### src/hw/rtl/sps_pkg.sv
// ----------------------------------------------------------------------------
// sps_pkg: shared types and constants of the setpoint smoother
// Register map, fixed widths, controller/datapath command and status.
// ----------------------------------------------------------------------------
`default_nettype none

package sps_pkg;

  localparam int unsigned PosWidthDef = 32;
  localparam int unsigned AngWidthDef = 16;
  localparam int unsigned VelW        = 32;
  localparam int unsigned DtW         = 16;
  localparam int unsigned LimW        = 31;
  localparam int unsigned RateW       = 23;
  localparam int unsigned ProdW       = LimW + DtW;
  localparam int unsigned DtMax       = 32768;
  localparam int unsigned TauFloor    = 66;
  localparam int unsigned SnapTol     = 6;
  localparam int unsigned BigErrShift = 47;
  localparam int unsigned AddrW       = 5;

  typedef enum logic [2:0] {
    REG_TAU  = 3'd0,
    REG_HSPD = 3'd1,
    REG_VSPD = 3'd2,
    REG_HACC = 3'd3,
    REG_VACC = 3'd4,
    REG_RATE = 3'd5
  } reg_idx_e;

  typedef struct packed {
    logic [LimW-1:0]  tau;
    logic [LimW-1:0]  hspd;
    logic [LimW-1:0]  vspd;
    logic [LimW-1:0]  hacc;
    logic [LimW-1:0]  vacc;
    logic [RateW-1:0] rate;
  } cfg_t;

  typedef struct packed {
    logic       latch;
    logic       init;
    logic       hold;
    logic       load;
    logic       div_step;
    logic       lim;
    logic       vel;
    logic       mulv;
    logic       pos;
    logic       hdg_mul;
    logic       hdg_upd;
    logic       load_out;
    logic [1:0] axis;
  } cmd_t;

  typedef struct packed {
    logic dt_zero;
    logic out_free;
  } sts_t;

  typedef enum logic [11:0] {
    S_IDLE = 12'b0000_0000_0001,
    S_DISP = 12'b0000_0000_0010,
    S_INIT = 12'b0000_0000_0100,
    S_HOLD = 12'b0000_0000_1000,
    S_LOAD = 12'b0000_0001_0000,
    S_DIV  = 12'b0000_0010_0000,
    S_LIM  = 12'b0000_0100_0000,
    S_VEL  = 12'b0000_1000_0000,
    S_MULV = 12'b0001_0000_0000,
    S_POS  = 12'b0010_0000_0000,
    S_HMUL = 12'b0100_0000_0000,
    S_HUPD = 12'b1000_0000_0000
  } state_e;

endpackage

`default_nettype wire

### src/hw/rtl/sps_in_if.sv
// ----------------------------------------------------------------------------
// sps_in_if: goal request channel
// Valid/ready channel carrying goal position, heading and step time.
// ----------------------------------------------------------------------------
`default_nettype none

interface sps_in_if
  import sps_pkg::*;
#(
  parameter int unsigned PosW = PosWidthDef,
  parameter int unsigned AngW = AngWidthDef
);
  logic                   valid;
  logic                   ready;
  logic signed [PosW-1:0] goal_x;
  logic signed [PosW-1:0] goal_y;
  logic signed [PosW-1:0] goal_z;
  logic signed [AngW-1:0] goal_heading;
  logic [DtW-1:0]         step_time;

  modport source (output valid, goal_x, goal_y, goal_z, goal_heading, step_time,
                  input ready);
  modport sink   (input valid, goal_x, goal_y, goal_z, goal_heading, step_time,
                  output ready);
endinterface

`default_nettype wire

### src/hw/rtl/sps_out_if.sv
// ----------------------------------------------------------------------------
// sps_out_if: smoothed setpoint channel
// Valid/ready channel carrying target position, heading and velocity.
// ----------------------------------------------------------------------------
`default_nettype none

interface sps_out_if
  import sps_pkg::*;
#(
  parameter int unsigned PosW = PosWidthDef,
  parameter int unsigned AngW = AngWidthDef
);
  logic                   valid;
  logic                   ready;
  logic signed [PosW-1:0] out_x;
  logic signed [PosW-1:0] out_y;
  logic signed [PosW-1:0] out_z;
  logic signed [AngW-1:0] out_heading;
  logic signed [VelW-1:0] out_vx;
  logic signed [VelW-1:0] out_vy;
  logic signed [VelW-1:0] out_vz;

  modport source (output valid, out_x, out_y, out_z, out_heading, out_vx, out_vy,
                  out_vz, input ready);
  modport sink   (input valid, out_x, out_y, out_z, out_heading, out_vx, out_vy,
                  out_vz, output ready);
endinterface

`default_nettype wire

### src/hw/rtl/sps_ctrl.sv
// ----------------------------------------------------------------------------
// sps_ctrl: sequencer of the setpoint smoother
// One-hot FSM stepping the datapath through the axes and the heading.
// ----------------------------------------------------------------------------
`default_nettype none

module sps_ctrl
  import sps_pkg::*;
#(
  parameter int unsigned DivBits = 49
) (
  input  wire logic clk_i,
  input  wire logic rst_ni,
  input  wire logic in_valid_i,
  output logic      in_ready_o,
  input  wire sts_t sts_i,
  output cmd_t      cmd_o
);

  localparam int unsigned CntW = $clog2(DivBits + 1);

  state_e          state_q, state_d;
  logic [CntW-1:0] cnt_q, cnt_d;
  logic [1:0]      axis_q, axis_d;
  logic            started_q, started_d;

  assign in_ready_o = (state_q == S_IDLE);

  always_comb begin
    state_d   = state_q;
    cnt_d     = cnt_q;
    axis_d    = axis_q;
    started_d = started_q;
    cmd_o      = '0;
    cmd_o.axis = axis_q;
    unique case (state_q)
      S_IDLE: begin
        if (in_valid_i) begin
          cmd_o.latch = 1'b1;
          state_d     = S_DISP;
        end
      end
      S_DISP: begin
        axis_d = 2'd0;
        if (!started_q) state_d = S_INIT;
        else if (sts_i.dt_zero) state_d = S_HOLD;
        else state_d = S_LOAD;
      end
      S_INIT: begin
        cmd_o.init = 1'b1;
        started_d  = 1'b1;
        state_d    = S_HUPD;
      end
      S_HOLD: begin
        cmd_o.hold = 1'b1;
        state_d    = S_HUPD;
      end
      S_LOAD: begin
        cmd_o.load = 1'b1;
        cnt_d      = '0;
        state_d    = S_DIV;
      end
      S_DIV: begin
        cmd_o.div_step = 1'b1;
        cnt_d          = cnt_q + 1'b1;
        if (cnt_q == CntW'(DivBits - 1)) state_d = S_LIM;
      end
      S_LIM: begin
        cmd_o.lim = 1'b1;
        state_d   = S_VEL;
      end
      S_VEL: begin
        cmd_o.vel = 1'b1;
        state_d   = S_MULV;
      end
      S_MULV: begin
        cmd_o.mulv = 1'b1;
        state_d    = S_POS;
      end
      S_POS: begin
        cmd_o.pos = 1'b1;
        if (axis_q == 2'd2) begin
          cnt_d   = '0;
          state_d = S_HMUL;
        end else begin
          axis_d  = axis_q + 1'b1;
          state_d = S_LOAD;
        end
      end
      S_HMUL: begin
        // rate multiply, then heading update
        if (cnt_q == '0) begin
          cmd_o.hdg_mul = 1'b1;
          cnt_d         = CntW'(1);
        end else begin
          cmd_o.hdg_upd = 1'b1;
          state_d       = S_HUPD;
        end
      end
      S_HUPD: begin
        // result hand-off, shared by init, hold and moving requests
        if (sts_i.out_free) begin
          cmd_o.load_out = 1'b1;
          state_d        = S_IDLE;
        end
      end
      default: state_d = S_IDLE;
    endcase
  end

  always_ff @(posedge clk_i or negedge rst_ni) begin
    if (!rst_ni) begin
      state_q   <= S_IDLE;
      cnt_q     <= '0;
      axis_q    <= 2'd0;
      started_q <= 1'b0;
    end else begin
      state_q   <= state_d;
      cnt_q     <= cnt_d;
      axis_q    <= axis_d;
      started_q <= started_d;
    end
  end

endmodule

`default_nettype wire

### src/hw/rtl/sps_dp.sv
// ----------------------------------------------------------------------------
// sps_dp: datapath of the setpoint smoother
// Axis state, bit-serial divider, shared multiplier and result register.
// ----------------------------------------------------------------------------
`default_nettype none

module sps_dp
  import sps_pkg::*;
#(
  parameter int unsigned PosW = PosWidthDef,
  parameter int unsigned AngW = AngWidthDef
) (
  input  wire logic                   clk_i,
  input  wire logic                   rst_ni,
  input  wire cmd_t                   cmd_i,
  output sts_t                        sts_o,
  input  wire cfg_t                   cfg_i,
  input  wire logic signed [PosW-1:0] goal_x_i,
  input  wire logic signed [PosW-1:0] goal_y_i,
  input  wire logic signed [PosW-1:0] goal_z_i,
  input  wire logic signed [AngW-1:0] goal_heading_i,
  input  wire logic [DtW-1:0]         step_time_i,
  input  wire logic                   out_ready_i,
  output logic                        out_valid_o,
  output logic signed [PosW-1:0]      out_pos_o [3],
  output logic signed [VelW-1:0]      out_vel_o [3],
  output logic signed [AngW-1:0]      out_heading_o
);

  localparam int unsigned DivW = PosW + 17;
  localparam int unsigned SumW = ((PosW > VelW) ? PosW : VelW) + 2;
  localparam int unsigned HdgW = ((AngW > RateW) ? AngW : RateW) + 2;
  localparam logic signed [SumW-1:0] PosMax =
      $signed((SumW'(1) << (PosW - 1)) - SumW'(1));
  localparam logic signed [SumW-1:0] PosMin = -PosMax - SumW'(1);
  localparam logic signed [SumW-1:0] Tol    = SumW'(SnapTol);

  logic signed [PosW-1:0] goal_q [3];
  logic signed [PosW-1:0] pos_q [3];
  logic signed [VelW-1:0] vel_q [3];
  logic signed [AngW-1:0] hdg_q, gh_q;
  logic [DtW-1:0]         dt_q;
  logic [LimW-1:0]        den_q;
  logic [DivW-1:0]        quo_q;
  logic [LimW-1:0]        rem_q;
  logic                   neg_q, big_q, e0z_q;
  logic signed [VelW-1:0] q_q, vn_q;
  logic [ProdW-1:0]       prod_q;
  logic                   out_valid_q;
  logic signed [PosW-1:0] opos_q [3];
  logic signed [VelW-1:0] ovel_q [3];
  logic signed [AngW-1:0] ohdg_q;

  logic [DtW-1:0]         dtc;
  logic [LimW-1:0]        tauf;
  logic [LimW-1:0]        spd, acc;
  logic signed [PosW:0]   e0;
  logic [PosW:0]          emag;
  logic [31:0]            rem_sh;
  logic                   ge;
  logic [LimW-1:0]        qmag;
  logic [LimW-1:0]        mul_a;
  logic signed [33:0]     qx, vx, ax, sx, diff, dv, vs, vn;
  logic [LimW-1:0]        vmag, sm;
  logic signed [SumW-1:0] sd, px, gx, nraw, ns, e1;
  logic                   crossed, snap;
  logic signed [AngW-1:0] hdiff;
  logic signed [HdgW-1:0] hx, stx, dlt;

  assign dtc  = (step_time_i > DtW'(DtMax)) ? DtW'(DtMax) : step_time_i;
  assign tauf = (cfg_i.tau < LimW'(TauFloor)) ? LimW'(TauFloor) : cfg_i.tau;
  assign spd  = (cmd_i.axis == 2'd2) ? cfg_i.vspd : cfg_i.hspd;
  assign acc  = (cmd_i.axis == 2'd2) ? cfg_i.vacc : cfg_i.hacc;

  assign e0   = (PosW+1)'(goal_q[cmd_i.axis]) - (PosW+1)'(pos_q[cmd_i.axis]);
  assign emag = e0[PosW] ? (PosW+1)'(-e0) : (PosW+1)'(e0);

  assign rem_sh = {rem_q, quo_q[DivW-1]};
  assign ge     = rem_sh >= {1'b0, den_q};

  assign qmag = big_q ? spd : ((quo_q > DivW'(spd)) ? spd : quo_q[LimW-1:0]);

  assign vmag = vn_q[VelW-1] ? LimW'(-vn_q) : vn_q[LimW-1:0];
  always_comb begin
    mul_a = vmag;
    if (cmd_i.lim) mul_a = acc;
    else if (cmd_i.hdg_mul) mul_a = LimW'(cfg_i.rate);
  end

  always_comb begin
    qx   = 34'(q_q);
    vx   = 34'(vel_q[cmd_i.axis]);
    ax   = $signed({3'b000, prod_q[ProdW-1:DtW]});
    sx   = $signed({3'b000, spd});
    diff = qx - vx;
    if (diff > ax) dv = ax;
    else if (diff < -ax) dv = -ax;
    else dv = diff;
    vs = vx + dv;
    if (vs > sx) vn = sx;
    else if (vs < -sx) vn = -sx;
    else vn = vs;
  end

  always_comb begin
    sm   = prod_q[ProdW-1:DtW];
    sd   = vn_q[VelW-1] ? -$signed(SumW'(sm)) : $signed(SumW'(sm));
    px   = SumW'(pos_q[cmd_i.axis]);
    gx   = SumW'(goal_q[cmd_i.axis]);
    nraw = px + sd;
    if (nraw > PosMax) ns = PosMax;
    else if (nraw < PosMin) ns = PosMin;
    else ns = nraw;
    e1      = gx - ns;
    crossed = e0z_q || (e1 == '0) || (neg_q != e1[SumW-1]);
    snap    = crossed || ((e1 <= Tol) && (e1 >= -Tol));
  end

  always_comb begin
    hdiff = gh_q - hdg_q;
    hx    = HdgW'(hdiff);
    stx   = $signed(HdgW'(prod_q[RateW+DtW-1:DtW]));
    if (hx > stx) dlt = stx;
    else if (hx < -stx) dlt = -stx;
    else dlt = hx;
  end

  assign sts_o.dt_zero  = (dt_q == '0);
  assign sts_o.out_free = !out_valid_q || out_ready_i;

  always_ff @(posedge clk_i) begin
    if (cmd_i.latch) begin
      goal_q[0] <= goal_x_i;
      goal_q[1] <= goal_y_i;
      goal_q[2] <= goal_z_i;
      gh_q      <= goal_heading_i;
      dt_q      <= dtc;
      den_q     <= (tauf > LimW'(dtc)) ? tauf : LimW'(dtc);
    end
    if (cmd_i.load) begin
      quo_q <= {emag, 16'h0000};
      rem_q <= '0;
      neg_q <= e0[PosW];
      e0z_q <= (e0 == '0);
      big_q <= 64'(emag) >= (64'(1) << BigErrShift);
    end
    if (cmd_i.div_step) begin
      rem_q <= ge ? LimW'(rem_sh - {1'b0, den_q}) : rem_sh[LimW-1:0];
      quo_q <= {quo_q[DivW-2:0], ge};
    end
    if (cmd_i.lim) q_q <= neg_q ? -VelW'(qmag) : VelW'(qmag);
    if (cmd_i.lim || cmd_i.mulv || cmd_i.hdg_mul) prod_q <= ProdW'(mul_a) * ProdW'(dt_q);
    if (cmd_i.vel) vn_q <= vn[VelW-1:0];
  end

  always_ff @(posedge clk_i or negedge rst_ni) begin
    if (!rst_ni) begin
      for (int k = 0; k < 3; k++) begin
        pos_q[k] <= '0;
        vel_q[k] <= '0;
      end
      hdg_q       <= '0;
      out_valid_q <= 1'b0;
    end else begin
      if (cmd_i.init) begin
        pos_q <= goal_q;
        for (int k = 0; k < 3; k++) vel_q[k] <= '0;
        hdg_q <= gh_q;
      end
      if (cmd_i.hold) hdg_q <= gh_q;
      if (cmd_i.pos) begin
        pos_q[cmd_i.axis] <= snap ? goal_q[cmd_i.axis] : ns[PosW-1:0];
        vel_q[cmd_i.axis] <= snap ? '0 : vn_q;
      end
      if (cmd_i.hdg_upd) hdg_q <= AngW'(hdg_q + dlt[AngW-1:0]);
      if (cmd_i.load_out) out_valid_q <= 1'b1;
      else if (out_ready_i) out_valid_q <= 1'b0;
    end
  end

  always_ff @(posedge clk_i) begin
    if (cmd_i.load_out) begin
      opos_q <= pos_q;
      ovel_q <= vel_q;
      ohdg_q <= hdg_q;
    end
  end

  assign out_valid_o   = out_valid_q;
  assign out_pos_o     = opos_q;
  assign out_vel_o     = ovel_q;
  assign out_heading_o = ohdg_q;

endmodule

`default_nettype wire

### src/hw/rtl/setpoint_smoother_axes_yaw_top.sv
// ----------------------------------------------------------------------------
// setpoint_smoother_axes_yaw_top: rate and acceleration limited setpoint ramp
//
// Channels: in_i takes a goal request (x, y, z, heading, step time); out_o
// returns one smoothed setpoint (position, heading, velocity) per request.
// Both use valid/ready; a request is taken when valid and ready are high.
// Limits and time constant are set through the APB port; the user must write
// them only while idle, which the block does not enforce. A moving request
// uses the divider, one quotient bit per cycle and shared by the three axes,
// for each axis in turn; the first request after reset and zero-step requests
// skip it. One request is worked on at a time; the next is taken once the
// result is in the output register.
// Reset clears the axis state, the configuration to its defaults and drops
// any pending result. A stalled receiver holds the result; the block then
// finishes at most the next request and waits.
// ----------------------------------------------------------------------------
`default_nettype none

module setpoint_smoother_axes_yaw_top
  import sps_pkg::*;
#(
  parameter int unsigned POS_WIDTH = PosWidthDef,
  parameter int unsigned ANG_WIDTH = AngWidthDef
) (
  input  wire logic         clk_i,
  input  wire logic         rst_ni,
  sps_in_if.sink            in_i,
  sps_out_if.source         out_o,
  input  wire logic         psel,
  input  wire logic         penable,
  input  wire logic         pwrite,
  input  wire logic [AddrW-1:0] paddr,
  input  wire logic [31:0]  pwdata,
  output logic [31:0]       prdata,
  output logic              pready
);

  cfg_t cfg_q;
  cmd_t cmd;
  sts_t sts;
  logic wr_en;
  logic [2:0] ridx;

  logic signed [POS_WIDTH-1:0] out_pos [3];
  logic signed [VelW-1:0]      out_vel [3];

  assign pready = 1'b1;
  assign wr_en  = psel && penable && pwrite;
  assign ridx   = paddr[4:2];

  always_ff @(posedge clk_i or negedge rst_ni) begin
    if (!rst_ni) begin
      cfg_q.tau  <= LimW'(65536);
      cfg_q.hspd <= LimW'(131072);
      cfg_q.vspd <= LimW'(65536);
      cfg_q.hacc <= LimW'(65536);
      cfg_q.vacc <= LimW'(65536);
      cfg_q.rate <= RateW'(32768);
    end else if (wr_en) begin
      case (ridx)
        REG_TAU:  cfg_q.tau  <= pwdata[LimW-1:0];
        REG_HSPD: cfg_q.hspd <= pwdata[LimW-1:0];
        REG_VSPD: cfg_q.vspd <= pwdata[LimW-1:0];
        REG_HACC: cfg_q.hacc <= pwdata[LimW-1:0];
        REG_VACC: cfg_q.vacc <= pwdata[LimW-1:0];
        REG_RATE: cfg_q.rate <= pwdata[RateW-1:0];
        default: ;
      endcase
    end
  end

  always_comb begin
    unique case (ridx)
      REG_TAU:  prdata = {1'b0, cfg_q.tau};
      REG_HSPD: prdata = {1'b0, cfg_q.hspd};
      REG_VSPD: prdata = {1'b0, cfg_q.vspd};
      REG_HACC: prdata = {1'b0, cfg_q.hacc};
      REG_VACC: prdata = {1'b0, cfg_q.vacc};
      REG_RATE: prdata = {9'd0, cfg_q.rate};
      default:  prdata = '0;
    endcase
  end

  sps_ctrl #(
    .DivBits(POS_WIDTH + 17)
  ) u_ctrl (
    .clk_i     (clk_i),
    .rst_ni    (rst_ni),
    .in_valid_i(in_i.valid),
    .in_ready_o(in_i.ready),
    .sts_i     (sts),
    .cmd_o     (cmd)
  );

  sps_dp #(
    .PosW(POS_WIDTH),
    .AngW(ANG_WIDTH)
  ) u_dp (
    .clk_i         (clk_i),
    .rst_ni        (rst_ni),
    .cmd_i         (cmd),
    .sts_o         (sts),
    .cfg_i         (cfg_q),
    .goal_x_i      (in_i.goal_x),
    .goal_y_i      (in_i.goal_y),
    .goal_z_i      (in_i.goal_z),
    .goal_heading_i(in_i.goal_heading),
    .step_time_i   (in_i.step_time),
    .out_ready_i   (out_o.ready),
    .out_valid_o   (out_o.valid),
    .out_pos_o     (out_pos),
    .out_vel_o     (out_vel),
    .out_heading_o (out_o.out_heading)
  );

  assign out_o.out_x  = out_pos[0];
  assign out_o.out_y  = out_pos[1];
  assign out_o.out_z  = out_pos[2];
  assign out_o.out_vx = out_vel[0];
  assign out_o.out_vy = out_vel[1];
  assign out_o.out_vz = out_vel[2];

`ifndef SYNTHESIS
  a_busy_after_req: assert property (@(posedge clk_i) disable iff (!rst_ni)
    (in_i.valid && in_i.ready) |=> !in_i.ready)
    else $error("request taken while busy");

  a_result_from_work: assert property (@(posedge clk_i) disable iff (!rst_ni)
    $rose(out_o.valid) |-> $past(!in_i.ready))
    else $error("result without a request in flight");
`endif

endmodule

`default_nettype wire
### src/flat_wrapper.sv
// flat-port wrapper written by rule: the top's interface ports become plain ports
module setpoint_smoother_axes_yaw_top_flat import sps_pkg::*;
#(
  parameter int unsigned POS_WIDTH = PosWidthDef,
  parameter int unsigned ANG_WIDTH = AngWidthDef
)
  (clk_i, rst_ni, psel, penable, pwrite, paddr, pwdata, prdata, pready, in_i_valid, in_i_goal_x, in_i_goal_y, in_i_goal_z, in_i_goal_heading, in_i_step_time, in_i_ready, out_o_valid, out_o_out_x, out_o_out_y, out_o_out_z, out_o_out_heading, out_o_out_vx, out_o_out_vy, out_o_out_vz, out_o_ready);
  sps_in_if in_i_i ();
  sps_out_if out_o_i ();
  input  wire logic clk_i;
  input  wire logic rst_ni;
  input  wire logic psel;
  input  wire logic penable;
  input  wire logic pwrite;
  input  wire logic [AddrW-1:0] paddr;
  input  wire logic [31:0] pwdata;
  output logic [31:0] prdata;
  output logic pready;
  input wire logic [$bits(in_i_i.valid)-1:0] in_i_valid;
  input wire logic [$bits(in_i_i.goal_x)-1:0] in_i_goal_x;
  input wire logic [$bits(in_i_i.goal_y)-1:0] in_i_goal_y;
  input wire logic [$bits(in_i_i.goal_z)-1:0] in_i_goal_z;
  input wire logic [$bits(in_i_i.goal_heading)-1:0] in_i_goal_heading;
  input wire logic [$bits(in_i_i.step_time)-1:0] in_i_step_time;
  output wire logic [$bits(in_i_i.ready)-1:0] in_i_ready;
  output wire logic [$bits(out_o_i.valid)-1:0] out_o_valid;
  output wire logic [$bits(out_o_i.out_x)-1:0] out_o_out_x;
  output wire logic [$bits(out_o_i.out_y)-1:0] out_o_out_y;
  output wire logic [$bits(out_o_i.out_z)-1:0] out_o_out_z;
  output wire logic [$bits(out_o_i.out_heading)-1:0] out_o_out_heading;
  output wire logic [$bits(out_o_i.out_vx)-1:0] out_o_out_vx;
  output wire logic [$bits(out_o_i.out_vy)-1:0] out_o_out_vy;
  output wire logic [$bits(out_o_i.out_vz)-1:0] out_o_out_vz;
  input wire logic [$bits(out_o_i.ready)-1:0] out_o_ready;
  assign in_i_i.valid = in_i_valid;
  assign in_i_i.goal_x = in_i_goal_x;
  assign in_i_i.goal_y = in_i_goal_y;
  assign in_i_i.goal_z = in_i_goal_z;
  assign in_i_i.goal_heading = in_i_goal_heading;
  assign in_i_i.step_time = in_i_step_time;
  assign in_i_ready = in_i_i.ready;
  assign out_o_valid = out_o_i.valid;
  assign out_o_out_x = out_o_i.out_x;
  assign out_o_out_y = out_o_i.out_y;
  assign out_o_out_z = out_o_i.out_z;
  assign out_o_out_heading = out_o_i.out_heading;
  assign out_o_out_vx = out_o_i.out_vx;
  assign out_o_out_vy = out_o_i.out_vy;
  assign out_o_out_vz = out_o_i.out_vz;
  assign out_o_i.ready = out_o_ready;
  setpoint_smoother_axes_yaw_top #(.POS_WIDTH(POS_WIDTH), .ANG_WIDTH(ANG_WIDTH)) u_core (.clk_i(clk_i), .rst_ni(rst_ni), .in_i(in_i_i), .out_o(out_o_i), .psel(psel), .penable(penable), .pwrite(pwrite), .paddr(paddr), .pwdata(pwdata), .prdata(prdata), .pready(pready));
endmodule
### config.mk
export PLATFORM = sky130hd
export DESIGN_NAME = setpoint_smoother_axes_yaw_top_flat
export DESIGN_NICKNAME = d
export VERILOG_FILES = /design/src/hw/rtl/sps_pkg.sv /design/src/hw/rtl/sps_in_if.sv /design/src/hw/rtl/sps_out_if.sv /design/src/hw/rtl/sps_ctrl.sv /design/src/hw/rtl/sps_dp.sv /design/src/hw/rtl/setpoint_smoother_axes_yaw_top.sv /design/src/flat_wrapper.sv
export SDC_FILE = /design/constraint.sdc
export NUM_CORES = 2
export LEC_CHECK = 0
export ABC_AREA = 1
export BUFFER_PORTS_ARGS = -buffer_cell sky130_fd_sc_hd__buf_2
export CORE_UTILIZATION = 45
export CTS_CLUSTER_DIAMETER = 150
export DETAILED_ROUTE_END_ITERATION = 16
export GPL_TIMING_DRIVEN = 0
export MAX_ROUTING_LAYER = met4
export PLACE_DENSITY = 0.61
export SLEW_MARGIN = 20
export SYNTH_ARGS = -nofsm -noshare
export SYNTH_HDL_FRONTEND = slang
export SYNTH_SLANG_ARGS = --single-unit
### constraint.sdc
create_clock -name clk_i -period 16.85 [get_ports clk_i]
set_clock_uncertainty 0.2 [all_clocks]
set_input_delay 0 -clock clk_i [delete_from_list [all_inputs] [get_ports clk_i]]
set_output_delay 0 -clock clk_i [all_outputs]
set_load 0.03 [all_outputs]
==> results_dict.tcl <==
set metrics [dict create \
    cts_sinks 952 \
    finalCriticalPeriod_ns 14.91 \
    setup_viol 0 \
    grt_pass1_wl_um 511000 \
    critPathMaxStageDelay_ns 0.87 \
    dieArea_um2 180000 \
    rows 154 \
    required_ns 17.19 \
    synth-edff-count 544 \
    min_path_type "in2reg" \
    cts_root_buffer "clkbuf_16" \
    io_pins 415 \
    hold_viol_final 0 \
    core_area_um2 177000 \
    antenna_found_initial 12 \
    synth.net_count 11500 \
    r2r_start "u_core.u_ctrl.axis_q[0]" \
    endpoint_kind "flop" \
    grt_pass1_vias 75000 \
    drive_gt1_frac 0.0784 \
    grt-busiest-layer "met2" \
    cts_buffers 105 \
    vias_per_cell 5.77 \
    critPathSlowestCell "nor4_1" \
    synth_ff_type "edfxtp_1" \
    min-delay-start "in_i_step_time[15]" \
    post_cts_buffers 0 \
    start_util 0.455 \
    syn-instance-count 10400 \
    fillers 17100 \
    avgSynthCellArea_um2 7.77 \
    cp_max_fo 11 \
    wl_per_cell_um 25.9 \
    slew_viol_final 0 \
    gp_congestion 1.07 \
    async_flop_share 0.429 \
    maxCapViolations 0 \
    cp_num_buf_inv 13 \
    fmax_mhz 67.1 \
    area_delta_synth_final_pct 15.8 \
    grt_max_degree 96 \
    grt_use_total 0.398 \
    relSlewSlack 0.131 \
    clock_path_buffers 3 \
    hpwlAfterDp_um 290000 \
    use_met2 0.586 \
    drc 0 \
    synth_cell_types 70 \
    use_met3 0.0592 \
    die_h_um 425 \
    synth-seq-cells 952 \
    grt_overflow 0 \
    crit_family "simple AND/OR/NAND/NOR gates" \
    syn-cell-area_um2 80500 \
    outcome "finished, final reports clean" \
    clkTransAtPathRegs_ns 0.06 \
    holdWs_ns 0.0708 \
    vias 79000 \
    antenna_left 0 \
    startpoint "u_core.u_ctrl.axis_q[0]" \
    die_x_um 425 \
    critical_path_arrival_ns 15.26 \
    rsz0062_at_grt "no" \
    path_class "reg2reg" \
    fin_nets 12400 \
    drtIter0Drc 9496 \
    drt_pass1_iterations 8 \
    gr-usage-met1 0.543 \
    ys_warn_count 0 \
    routed_wl_um 356000 \
    cp-start-kind "flop" \
    yosysSeqAreaShare 0.330 \
    period_share 0.885 \
    io_buffers 409 \
    worst_path_most_repeated_cell "nand2_1" \
    worst_slew_pin_slew_ns 1.29 \
    insertion_delay_ns 0.83 \
    htreeDepth 3 \
    cts_tree "built" \
]
[worst reg2reg max path: cells and delay by family, from the launching register on]
family	cells	cell delay (ns)
AND/OR/NAND/NOR	25	4.01
AO/OA/AOI/OAI	16	3.75
buffers and inverters	13	3.65
adder cells (fa/ha/maj)	6	1.98
XOR/XNOR	2	0.74
flip-flops	1	0.37
[cell type report]
| class | count | area [µm²] | area share |
|---|---|---|---|
| multi-input combinational | 7409 | 46400 | 0.498 |
| antenna | 11 | 27.5 | 0.000296 |
| tap | 2340 | 2930 | 0.0314 |
| clock buffer | 147 | 2950 | 0.0316 |
| sequential | 952 | 26600 | 0.285 |
| inverter | 1618 | 6080 | 0.0652 |
| timing repair buffer | 797 | 6110 | 0.0656 |
| clock inverter | 52 | 579 | 0.00622 |
| buffer | 382 | 1510 | 0.0162 |
[stage by stage]
step | instances | area [µm²] | TNS, ns | utilization | setup WS, ns
6_report | 13700 | 93100 | 0 | 0.527 | 1.94
2_1_floorplan | 10400 | 80500 | 0 | - | 5.77
5_1_grt | 13700 | 93100 | 0 | 0.526 | 1.09
3_5_place_dp | 13200 | 86100 | 0 | 0.487 | 2.40
4_1_cts | 13700 | 93100 | 0 | 0.526 | 2.39
3_3_place_gp | 13100 | 85400 | -202.74 | 0.483 | -1.38
[what timing repair did]
| action | in CTS | in global routing |
|---|---|---|
| setup endpoints to repair | 0 | 0 |
| hold buffers | 341 | 0 |
| hold endpoints to repair | 640 | 0 |
| resized for setup | 0 | 0 |
[flip-flops by register name (all words and copies together) (netlist names), 32 cells and up]
name	count
u_core.u_dp.goal_q	96
u_core.u_dp.pos_q	96
u_core.u_dp.q_q	32
u_core.u_dp.quo_q	49
u_core.u_dp.vel_q	96
u_core.u_dp.out_pos_o	96
u_core.u_dp.out_vel_o	96
u_core.cfg_q	178
u_core.u_dp.vn_q	32
[worst paths after layout]
check	end	slack, ns	depth (start not counted)
min reg2reg	u_core.u_dp.out_pos_o[27]	0.26	0
max reg2reg	u_core.u_dp.vn_q[23]	1.94	62
min	u_core.u_dp.den_q[15]	0.07	4
min in group asynchronous	u_core.u_dp.pos_q[16]	0.21	4
max in group asynchronous	u_core.u_dp.vel_q[42]	15.16	5
max	u_core.u_dp.vn_q[23]	1.94	62
[logic make-up (layout without fill, tap and decap cells)]
logic type | Yosys count | in the layout | synth area share
xor gates and xnor gates | 274 | 274 | 0.0298
buffers and inverters | 2000 | 2996 | 0.0942
other | 2 | 13 | 0.0000933
DFF | 952 | 952 | 0.330
adders and majority gates | 983 | 983 | 0.191
AOI/OAI and AO/OA | 1763 | 1763 | 0.125
and+or+nand+nor | 4387 | 4387 | 0.230
[Yosys cell counts, types with 33 or more instances]
master / count / area [µm²]
o21ai_0: 711 / 3560
inv_1: 1588 / 5960
edfxtp_1: 544 / 16300
nor4_1: 43 / 269
xor2_1: 197 / 1730
nand4_1: 121 / 757
dfrtp_1: 401 / 10000
a32oi_1: 55 / 482
o211ai_1: 118 / 886
nand3_1: 619 / 3100
nor2_1: 735 / 2760
ha_1: 572 / 7160
a21oi_1: 485 / 2430
a31oi_1: 40 / 250
xnor2_1: 77 / 674
nor3_1: 97 / 485
or2_2: 142 / 888
nand2_1: 2532 / 9500
clkbuf_1: 330 / 1240
o21a_1: 33 / 248
fa_1: 411 / 8230
o21ai_1: 116 / 581
a22oi_1: 35 / 263
[layout by cell type, fill, tap and decap left out, drive strengths merged, types with 124 or more instances in the layout]
master,netlist,routed
a21oi,485,485
buf,52,509
clkbuf,330,477
dfrtp,401,401
dlygate4sd3,0,340
edfxtp,544,544
fa,411,411
ha,572,572
inv,1604,1614
nand2,2552,2552
nand3,621,621
nand4,124,124
nor2,749,749
o21ai,836,836
or2,154,154
xor2,197,197
[layer usage]
metal / share of wire / routed length [µm]
met4: 0.049 / 17400
met5: 0 / 0
met3: 0.090 / 31900
met1: 0.43 / 153000
met2: 0.43 / 154000
Power is left out: the tool's default activity adds up to more than one toggle a clock period on the data nets, which glitch-free logic cannot reach.
